<file path="config.mk">
export PLATFORM = sky130hd
export DESIGN_NAME = keyed_sine_tone_generator_unit
export DESIGN_NICKNAME = d
export VERILOG_FILES = /design/src/sv/kstg_pkg.sv /design/src/sv/kstg_ram.sv /design/src/sv/kstg_state.sv /design/src/sv/kstg_sine.sv /design/src/sv/keyed_sine_tone_generator_unit.sv
export SDC_FILE = /design/constraint.sdc
export NUM_CORES = 2
export LEC_CHECK = 0
export BUFFER_PORTS_ARGS = -buffer_cell sky130_fd_sc_hd__buf_2
export CAP_MARGIN = 20
export CORE_MARGIN = 1
export CORE_UTILIZATION = 52
export CTS_CLUSTER_SIZE = 28
export DETAILED_ROUTE_END_ITERATION = 10
export PLACE_DENSITY = 0.7
export SYNTH_ARGS = -nofsm -noshare
export SYNTH_HDL_FRONTEND = slang
export SYNTH_SLANG_ARGS = --single-unit
</file>
<file path="constraint.sdc">
create_clock -name clk_i -period 8.51 [get_ports clk_i]
set_clock_uncertainty 0.05 [all_clocks]
set_input_delay 0.851 -clock clk_i [delete_from_list [all_inputs] [get_ports clk_i]]
set_output_delay 0.851 -clock clk_i [all_outputs]
set_load 0.005 [all_outputs]
</file>
<file path="src/sv/kstg_pkg.sv">
// Shared types and constants for the keyed sine tone generator.
`default_nettype none

package kstg_pkg;

  // Register file geometry
  localparam int unsigned COUNT_W    = 16;
  localparam int unsigned STEP_W     = 24;
  localparam int unsigned CFG_DATA_W = 24;
  localparam int unsigned CFG_IDX_W  = 2;

  typedef enum logic [CFG_IDX_W-1:0] {
    REG_PERIOD_SAMPLES = 2'd0,
    REG_PHASE_STEP     = 2'd1
  } cfg_reg_e;

  localparam logic [COUNT_W-1:0] PERIOD_RST = 16'd64;
  localparam logic [STEP_W-1:0]  STEP_RST   = 24'd262144;

  // Polynomial sine coefficients, Q28
  localparam logic [28:0] SIN_A = 29'd421657428;
  localparam logic [27:0] SIN_B = 28'd172226217;
  localparam logic [24:0] SIN_C = 25'd19004244;

  typedef struct packed {
    logic [COUNT_W-1:0] period_samples;
    logic [STEP_W-1:0]  phase_step;
  } cfg_t;

endpackage

`default_nettype wire

</file>
<file path="src/sv/kstg_ram.sv">
// Generic single-port-write, single-port-read RAM with registered read data.
`default_nettype none

module kstg_ram #(
  parameter int unsigned WIDTH = 8,
  parameter int unsigned AW    = 1
) (
  input  wire logic             clk_i,
  input  wire logic             we_i,
  input  wire logic [AW-1:0]    waddr_i,
  input  wire logic [WIDTH-1:0] wdata_i,
  input  wire logic [AW-1:0]    raddr_i,
  output logic      [WIDTH-1:0] rdata_o
);

  localparam int unsigned DEPTH = 2 ** AW;

  logic [WIDTH-1:0] mem_q [DEPTH];
  logic [WIDTH-1:0] rdata_q;

  always_ff @(posedge clk_i) begin
    if (we_i) begin
      mem_q[waddr_i] <= wdata_i;
    end
    rdata_q <= mem_q[raddr_i];
  end

  assign rdata_o = rdata_q;

endmodule

`default_nettype wire

</file>
<file path="src/sv/kstg_state.sv">
// Tone state record (count, phase, gate) held in RAM with read-modify-write and forwarding.
`default_nettype none

module kstg_state
  import kstg_pkg::*;
#(
  parameter int unsigned PHASE_BITS = 24
) (
  input  wire logic                  clk_i,
  input  wire logic                  rst_ni,
  input  wire cfg_t                  cfg_i,
  input  wire logic                  acc_i,
  input  wire logic                  key_i,
  output logic      [PHASE_BITS-1:0] phase_o,
  output logic                       gate_o
);

  localparam int unsigned STATE_W = 1 + PHASE_BITS + COUNT_W;
  localparam int unsigned STATE_AW = 1;

  typedef struct packed {
    logic                  gate;
    logic [PHASE_BITS-1:0] phase;
    logic [COUNT_W-1:0]    count;
  } state_t;

  state_t rd_state;
  state_t cur;
  state_t nxt;
  state_t fwd_data_q;
  logic   fwd_q;
  logic   vld_q;

  logic [COUNT_W-1:0]    count_inc;
  logic [PHASE_BITS-1:0] phase_adv;
  logic                  period_end;

  // single record lives in row 0
  kstg_ram #(
    .WIDTH (STATE_W),
    .AW    (STATE_AW)
  ) u_ram (
    .clk_i   (clk_i),
    .we_i    (acc_i),
    .waddr_i ('0),
    .wdata_i (nxt),
    .raddr_i ('0),
    .rdata_o (rd_state)
  );

  // RAM read data does not yet show the last write: forward the last write
  always_comb begin
    if (fwd_q) begin
      cur = fwd_data_q;
    end else if (vld_q) begin
      cur = rd_state;
    end else begin
      cur = '0;
    end
  end

  assign count_inc  = cur.count + COUNT_W'(1);
  assign phase_adv  = cur.phase + PHASE_BITS'(cfg_i.phase_step);
  assign period_end = (count_inc >= cfg_i.period_samples);

  always_comb begin
    if (period_end) begin
      nxt.gate  = key_i;
      nxt.phase = '0;
      nxt.count = '0;
    end else begin
      nxt.gate  = cur.gate;
      nxt.phase = phase_adv;
      nxt.count = count_inc;
    end
  end

  assign phase_o = phase_adv;
  assign gate_o  = cur.gate;

  always_ff @(posedge clk_i or negedge rst_ni) begin
    if (!rst_ni) begin
      fwd_q <= 1'b0;
      vld_q <= 1'b0;
    end else begin
      fwd_q <= acc_i;
      if (acc_i) begin
        vld_q <= 1'b1;
      end
    end
  end

  always_ff @(posedge clk_i) begin
    fwd_data_q <= nxt;
  end

  a_period_restart: assert property (@(posedge clk_i) disable iff (!rst_ni)
    acc_i && period_end |=> cur.count == '0 && cur.phase == '0 && cur.gate == $past(key_i))
    else $error("state not restarted at period end");

  a_gate_held: assert property (@(posedge clk_i) disable iff (!rst_ni)
    acc_i && !period_end |=> cur.gate == $past(cur.gate))
    else $error("gate changed inside a period");

endmodule

`default_nettype wire

</file>
<file path="src/sv/kstg_sine.sv">
// Pipelined fixed-point sine evaluation with per-stage flow control.
`default_nettype none

module kstg_sine
  import kstg_pkg::*;
#(
  parameter int unsigned PHASE_BITS  = 24,
  parameter int unsigned SAMPLE_BITS = 16
) (
  input  wire logic                          clk_i,
  input  wire logic                          rst_ni,
  input  wire logic                          in_valid_i,
  output logic                               in_ready_o,
  input  wire logic        [PHASE_BITS-1:0]  phase_i,
  input  wire logic                          gate_i,
  output logic                               out_valid_o,
  input  wire logic                          out_ready_i,
  output logic signed      [SAMPLE_BITS-1:0] sample_o,
  output logic                               gate_o
);

  localparam int unsigned NST    = 7;
  localparam int unsigned PROD_W = 30 + SAMPLE_BITS - 1;
  localparam int unsigned MAG_W  = PROD_W + 1 - 28;
  localparam logic [SAMPLE_BITS-2:0] AMP = '1;
  localparam logic [PROD_W:0]        RND = (PROD_W + 1)'(1) << 27;

  logic [NST:1]   vld_q;
  logic [NST:1]   vld_d;
  logic [NST:1]   vld_prev;
  logic [NST+1:1] rdy;
  logic [NST:1]   gt_q;

  logic [PHASE_BITS-1:0]  ph1_q;
  logic [1:0]             quad2_q, quad3_q, quad4_q, quad5_q, quad6_q;
  logic [16:0]            z2_q, z3_q, z4_q;
  logic [16:0]            zz2_q, zz3_q;
  logic [27:0]            u3_q;
  logic [28:0]            v4_q;
  logic [29:0]            s5_q;
  logic [PROD_W-1:0]      prod6_q;
  logic [SAMPLE_BITS-1:0] smp7_q;

  // stage 1 -> 2: quadrant, mirrored z, z^2
  logic [31:0] p32;
  logic [15:0] z16;
  logic [16:0] z_c;
  logic [33:0] zz_full;
  assign p32     = 32'(ph1_q) << (32 - PHASE_BITS);
  assign z16     = p32[29:14];
  assign z_c     = p32[30] ? (17'h10000 - {1'b0, z16}) : {1'b0, z16};
  assign zz_full = 34'(z_c) * 34'(z_c);

  // stage 2 -> 3
  logic [41:0] cz;
  logic [27:0] u_c;
  assign cz  = 42'(SIN_C) * 42'(zz2_q);
  assign u_c = SIN_B - 28'(cz[41:16]);

  // stage 3 -> 4
  logic [44:0] uz;
  logic [28:0] v_c;
  assign uz  = 45'(u3_q) * 45'(zz3_q);
  assign v_c = SIN_A - uz[44:16];

  // stage 4 -> 5
  logic [45:0] vz;
  assign vz = 46'(v4_q) * 46'(z4_q);

  // stage 5 -> 6
  logic [PROD_W-1:0] prod_c;
  assign prod_c = PROD_W'(s5_q) * PROD_W'(AMP);

  // stage 6 -> 7: round, clamp, sign, gate
  logic [PROD_W:0]        rnd;
  logic [MAG_W-1:0]       mag_w;
  logic [SAMPLE_BITS-2:0] mag;
  logic [SAMPLE_BITS-1:0] pos;
  logic [SAMPLE_BITS-1:0] smp_c;
  assign rnd   = (PROD_W + 1)'(prod6_q) + RND;
  assign mag_w = rnd[PROD_W:28];
  assign mag   = (mag_w > MAG_W'(AMP)) ? AMP : mag_w[SAMPLE_BITS-2:0];
  assign pos   = {1'b0, mag};
  always_comb begin
    if (!gt_q[6]) begin
      smp_c = '0;
    end else if (quad6_q[1]) begin
      smp_c = ~pos + SAMPLE_BITS'(1);
    end else begin
      smp_c = pos;
    end
  end

  // flow control: a stage advances when it is empty or its successor moves
  always_comb begin
    rdy[NST+1] = out_ready_i;
    for (int k = NST; k >= 1; k--) begin
      rdy[k] = !vld_q[k] || rdy[k+1];
    end
  end

  assign vld_prev = {vld_q[NST-1:1], in_valid_i};

  always_comb begin
    for (int k = 1; k <= NST; k++) begin
      vld_d[k] = rdy[k] ? vld_prev[k] : vld_q[k];
    end
  end

  always_ff @(posedge clk_i or negedge rst_ni) begin
    if (!rst_ni) begin
      vld_q <= '0;
    end else begin
      vld_q <= vld_d;
    end
  end

  always_ff @(posedge clk_i) begin
    if (rdy[1]) begin
      ph1_q   <= phase_i;
      gt_q[1] <= gate_i;
    end
    if (rdy[2]) begin
      quad2_q <= p32[31:30];
      z2_q    <= z_c;
      zz2_q   <= zz_full[32:16];
      gt_q[2] <= gt_q[1];
    end
    if (rdy[3]) begin
      quad3_q <= quad2_q;
      z3_q    <= z2_q;
      zz3_q   <= zz2_q;
      u3_q    <= u_c;
      gt_q[3] <= gt_q[2];
    end
    if (rdy[4]) begin
      quad4_q <= quad3_q;
      z4_q    <= z3_q;
      v4_q    <= v_c;
      gt_q[4] <= gt_q[3];
    end
    if (rdy[5]) begin
      quad5_q <= quad4_q;
      s5_q    <= vz[45:16];
      gt_q[5] <= gt_q[4];
    end
    if (rdy[6]) begin
      quad6_q <= quad5_q;
      prod6_q <= prod_c;
      gt_q[6] <= gt_q[5];
    end
    if (rdy[7]) begin
      smp7_q  <= smp_c;
      gt_q[7] <= gt_q[6];
    end
  end

  assign in_ready_o  = rdy[1];
  assign out_valid_o = vld_q[NST];
  assign sample_o    = $signed(smp7_q);
  assign gate_o      = gt_q[NST];

  a_z_range: assert property (@(posedge clk_i) disable iff (!rst_ni)
    vld_q[2] |-> z2_q <= 17'h10000 && zz2_q <= z2_q)
    else $error("quadrant argument out of range");

  a_no_min_code: assert property (@(posedge clk_i) disable iff (!rst_ni)
    vld_q[NST] |-> smp7_q != {1'b1, {(SAMPLE_BITS-1){1'b0}}})
    else $error("sample hit the most negative code");

endmodule

`default_nettype wire

</file>
<file path="src/sv/keyed_sine_tone_generator_unit.sv">
// Top level of the keyed sine tone generator: config registers, state unit, sine pipeline.
`default_nettype none

// Channel    Dir  Handshake             Payload
// s_axis     in   tvalid / tready       tdata[0] key_down
// m_axis     out  tvalid / tready       tdata sample (Q1.15), tuser[0] gate_open
// cfg        in   cfg_we_i (no wait)    cfg_idx_i register index, cfg_wdata_i value
//
// One sample per clock sustained while m_axis accepts. The state read-modify-write
// finishes in the accepting cycle; the sine unit has seven register stages (phase
// capture, z^2, two polynomial steps, final z product, amplitude scale,
// round/clamp) between s_axis and m_axis.
// The state record sits in row 0 of a two-row RAM; the last write is forwarded, so
// back-to-back ticks see each other's update.
// Reset: count, phase and gate clear to zero (tone off), period 64, step 2^18.
// A stall on m_axis fills pipeline bubbles first; s_axis stalls only when all
// stages hold data.

module keyed_sine_tone_generator_unit
  import kstg_pkg::*;
#(
  parameter int unsigned PHASE_BITS  = 24,
  parameter int unsigned SAMPLE_BITS = 16
) (
  input  wire logic                            clk_i,
  input  wire logic                            rst_ni,
  // input ticks
  input  wire logic                            s_axis_tvalid_i,
  output logic                                 s_axis_tready_o,
  input  wire logic [7:0]                      s_axis_tdata_i,   // [0] key_down
  // output samples
  output logic                                 m_axis_tvalid_o,
  input  wire logic                            m_axis_tready_i,
  output logic [((SAMPLE_BITS+7)/8)*8-1:0]     m_axis_tdata_o,   // [SAMPLE_BITS-1:0] sample
  output logic [0:0]                           m_axis_tuser_o,   // [0] gate_open
  // configuration writes
  input  wire logic                            cfg_we_i,
  input  wire logic [CFG_IDX_W-1:0]            cfg_idx_i,
  input  wire logic [CFG_DATA_W-1:0]           cfg_wdata_i
);

  localparam int unsigned TDATA_W = ((SAMPLE_BITS + 7) / 8) * 8;

  cfg_t cfg_q;
  logic acc;
  logic [PHASE_BITS-1:0] tick_phase;
  logic tick_gate;
  logic signed [SAMPLE_BITS-1:0] sample;
  logic gate_open;

  // register file; unknown indexes are dropped
  always_ff @(posedge clk_i or negedge rst_ni) begin
    if (!rst_ni) begin
      cfg_q.period_samples <= PERIOD_RST;
      cfg_q.phase_step     <= STEP_RST;
    end else if (cfg_we_i) begin
      unique case (cfg_reg_e'(cfg_idx_i))
        REG_PERIOD_SAMPLES: cfg_q.period_samples <= cfg_wdata_i[COUNT_W-1:0];
        REG_PHASE_STEP:     cfg_q.phase_step     <= cfg_wdata_i[STEP_W-1:0];
        default: ;
      endcase
    end
  end

  assign acc = s_axis_tvalid_i && s_axis_tready_o;

  // per-tick count/phase/gate update
  kstg_state #(
    .PHASE_BITS (PHASE_BITS)
  ) u_state (
    .clk_i   (clk_i),
    .rst_ni  (rst_ni),
    .cfg_i   (cfg_q),
    .acc_i   (acc),
    .key_i   (s_axis_tdata_i[0]),
    .phase_o (tick_phase),
    .gate_o  (tick_gate)
  );

  // sine of the advanced phase under the pre-update gate
  kstg_sine #(
    .PHASE_BITS  (PHASE_BITS),
    .SAMPLE_BITS (SAMPLE_BITS)
  ) u_sine (
    .clk_i       (clk_i),
    .rst_ni      (rst_ni),
    .in_valid_i  (s_axis_tvalid_i),
    .in_ready_o  (s_axis_tready_o),
    .phase_i     (tick_phase),
    .gate_i      (tick_gate),
    .out_valid_o (m_axis_tvalid_o),
    .out_ready_i (m_axis_tready_i),
    .sample_o    (sample),
    .gate_o      (gate_open)
  );

  assign m_axis_tdata_o = TDATA_W'($unsigned(sample));
  assign m_axis_tuser_o = gate_open;

  // an empty output register means every stage can take data
  a_ready_when_drained: assert property (@(posedge clk_i) disable iff (!rst_ni)
    !m_axis_tvalid_o |-> s_axis_tready_o)
    else $error("input stalled with empty output");

endmodule

`default_nettype wire

</file>
==> results.py <==
metrics = {
    "outcome": {
        "status": "completed",
    },
    "synthesis": {
        "synthTopCellsByArea": "fa_1 40%, edfxtp_1 12%, ha_1 12%",
        "synth_top_area_share_pct": 39.7,
        "yosys.area_share.xor_xnor_pct": 2.76,
        "yosys.area_share.simple_pct": 11.9,
        "synth_cells": 6869,
        "syn_area_sq_mm": 0.0672,
        "synth.distinct_cells": 92,
        "synth_largest_area_cell": "fa_1",
        "synth_seq_cells": 408,
        "ys_warn_count": 0,
        "ys_seq_area_share_pct": 16.6,
        "postSynthAreaPerCell_sq_um": 9.79,
        "ys.flop_type": "edfxtp_1",
        "synthAdderAreaFrac_pct": 51.4,
        "synth_top_family_by_area": "adder cells",
        "muxShareOfSynthArea_pct": 0.622,
        "synth_commonest_cells": "1707 x inv_1, 1333 x fa_1, 884 x nand2_1",
        "synth_most_common_cell": "inv_1",
        "synth-compound-area-share_pct": 5.74,
        "synth-edff-count": 277,
        "async_reset_ff_share_pct": 12.0,
    },
    "sta": {
        "finalHoldViolations": 0,
        "maxSlewViolCount": 0,
        "max_freq_mhz": 122,
        "worst_slew_margin_rel_pct": 29.4,
        "finalSetupViolations": 0,
        "post-route-min-period_ns": 8.19,
        "worst_pin_slew_ns": 1.06,
        "finalCritPeriodShare_pct": 96.3,
    },
    "floorplan": {
        "die_y_um": 362,
        "row_count": 131,
        "io_pins": 58,
        "dieArea_sq_mm": 0.131,
        "fp.dieW_um": 362,
        "start_util_pct": 52.6,
        "core_area_sq_mm": 0.128,
    },
    "clock_network": {
        "h-tree-depth": 2,
        "postCtsHoldBufs": 0,
        "cts_root_buffer": "clkbuf_16",
        "numCtsBuffers": 47,
        "clock_sinks": 408,
        "clockBufferDepth": 3,
        "cts.clk_slew.worst_paths_ns": 0.06,
        "clk_latency_ns": 0.66,
        "cts_tree": "built",
    },
    "setup_path": {
        "arrival_ns": 8.53,
        "path_class": "flip-flop to flip-flop",
        "max_stage_delay_ns": 0.57,
        "crit_slowest_cell": "or4_1",
        "timing.critical_path.required_ns": 8.85,
        "critical_path.most_common_cell": "fa_1",
        "crit_path_end_kind": "flip-flop",
        "worstPathMaxFanout": 5,
        "cp-start-kind": "flip-flop",
    },
    "detailed_routing": {
        "drt-wirelength-per-cell_um": 16.9,
        "wl_um": 145000,
        "drc_errors": 0,
        "drtIter0Drc": 2578,
        "ant_nets": 0,
        "via_per_inst": 5.28,
        "first_pass_iters": 5,
        "vias": 45300,
    },
    "final_layout": {
        "seq_area_sq_mm": 0.0112,
        "area_delta_synth_final_pct": 6.29,
        "fillers": 11100,
        "drive_above_1_share_pct": 5.03,
        "stdcell_count": 8578,
        "diodes": 0,
        "multi_input_area_sq_mm": 0.0488,
        "nets": 8876,
    },
    "place": {
        "port_buffers": 50,
        "gp_congestion": 0.907,
        "dp.cells": 8476,
        "place_hpwl_um": 123000,
    },
    "grt": {
        "globalRouteOverflowTotal": 0,
        "grt_pass1_wl_um": 243000,
        "grt_start_max_net_pins": 60,
        "grt_pass1_vias": 48000,
        "grt_usage_pct": 23.1,
        "antenna_found_initial": 1,
    },
    "flow_run": {
        "drv_cap": 0,
    },
    "min_path": {
        "hold_path.class": "flip-flop to flip-flop",
    },
}
-- layout by cell type (no fill, tap or decap), types with 28 or more instances in the layout --
| cell | n |
|---|---|
| xnor2_1 | 122 |
| a21oi_1 | 135 |
| edfxtp_1 | 277 |
| buf_2 | 50 |
| nor2_1 | 227 |
| nand2_1 | 883 |
| a22o_1 | 31 |
| and2_1 | 319 |
| o21a_1 | 37 |
| ha_1 | 627 |
| xor2_1 | 88 |
| dfrtp_1 | 46 |
| inv_1 | 1706 |
| a21o_1 | 75 |
| o21ai_0 | 86 |
| and3_1 | 28 |
| dfxtp_1 | 82 |
| clkbuf_16 | 47 |
| nor2b_1 | 33 |
| buf_4 | 134 |
| nand3_1 | 58 |
| nand4_1 | 31 |
| nor3_1 | 43 |
| fa_1 | 1333 |
-- sequential cells by signal (all words and copies together), names as in the netlist, 16 cells and up --
| signal | count |
|---|---|
| cfg_q | 40 |
| u_sine.ph1_q | 18 |
| u_sine.prod6_q | 18 |
| u_sine.s5_q | 30 |
| u_sine.sample_o | 16 |
| u_sine.u3_q | 28 |
| u_sine.v4_q | 29 |
| u_sine.z2_q | 17 |
| u_sine.z3_q | 17 |
| u_sine.z4_q | 17 |
| u_sine.zz2_q | 17 |
| u_sine.zz3_q | 17 |
| u_state.fwd_data_q | 41 |
| u_state.u_ram.mem_q | 41 |
| u_state.u_ram.rdata_o | 41 |
-- kinds of logic after synthesis --
| kind of cell | after synthesis |
|---|---|
| DFF | 408 |
| adders and majority gates | 1960 |
| AOI/OAI and AO/OA | 567 |
| xor gates and xnor gates | 212 |
| buffers and inverters | 1954 |
| other | 2 |
| muxes | 38 |
| and+or+nand+nor | 1728 |
-- per-stage QoR --
step | TNS, ns | hold WS, ns | util [%] | area (sq um) | setup WS, ns
2_1_floorplan | 0 | 0.273 | - | 67200 | 0.505
3_3_place_gp | 0 | 0.275 | 54.5 | 69600 | 0.0589
3_5_place_dp | 0 | 0.279 | 54.5 | 69700 | 0.00128
4_1_cts | 0 | 0.288 | 55.7 | 71300 | 0.00943
5_1_grt | -0.0299 | 0.293 | 55.9 | 71400 | -0.0299
6_report | 0 | 0.274 | 55.9 | 71400 | 0.316
-- path summary, 6_finish.rpt --
| check | startpoint | endpoint | slack [ns] | depth (start not counted) |
|---|---|---|---|---|
| setup / recovery | u_sine.ph1_q[12] | u_sine.zz2_q[13] | 0.32 | 28 |
| max in group asynchronous | rst_ni | u_sine.vld_q[3] | 7.48 | 2 |
| hold / removal | u_state.u_ram.mem_q[0][14] | u_state.u_ram.rdata_o[14] | 0.27 | 0 |
| min in group asynchronous | rst_ni | cfg_q[7] | 0.32 | 2 |
| setup reg to reg | u_sine.ph1_q[12] | u_sine.zz2_q[13] | 0.32 | 28 |
| hold reg to reg | u_state.u_ram.mem_q[0][14] | u_state.u_ram.rdata_o[14] | 0.27 | 0 |
-- metal layers --
metal / vias up / routed length (um) / GRT usage (%)
met4: 0 / 4340 / 7.00
met5: - / 0 / 0
met2: 1125 / 70300 / 38.4
met1: 23100 / 62500 / 31.3
li1: 20800 / - / -
met3: 224 / 8040 / 3.30
-- worst max-delay path, delay by kind of cell, from the launching register on --
family | cells | cell delay, ns
compound gates | 6 | 1.25
fa+ha+maj | 7 | 3.34
xor+xnor | 2 | 0.19
buf+inv | 6 | 0.63
flops | 1 | 0.45
simple gates | 7 | 2.00
-- what timing repair did --
action | in CTS | in global routing
setup buffers | 0 | 14
pin swaps | 0 | 1
gates resized for setup | 1 | 11
hold endpoints to repair | 0 | 0
setup endpoints to repair | 2 | 11
-- area by class of cell --
class	instances	area share, %
clock inverter	29	0.469
inverter	1715	9.01
timing repair buffer	189	1.89
sequential	408	15.7
clock buffer	59	1.75
multi-input combinational	4516	68.3
tap	1662	2.91
Power is left out: the tool's default activity adds up to more than one toggle a clock period on the data nets, which glitch-free logic cannot reach.
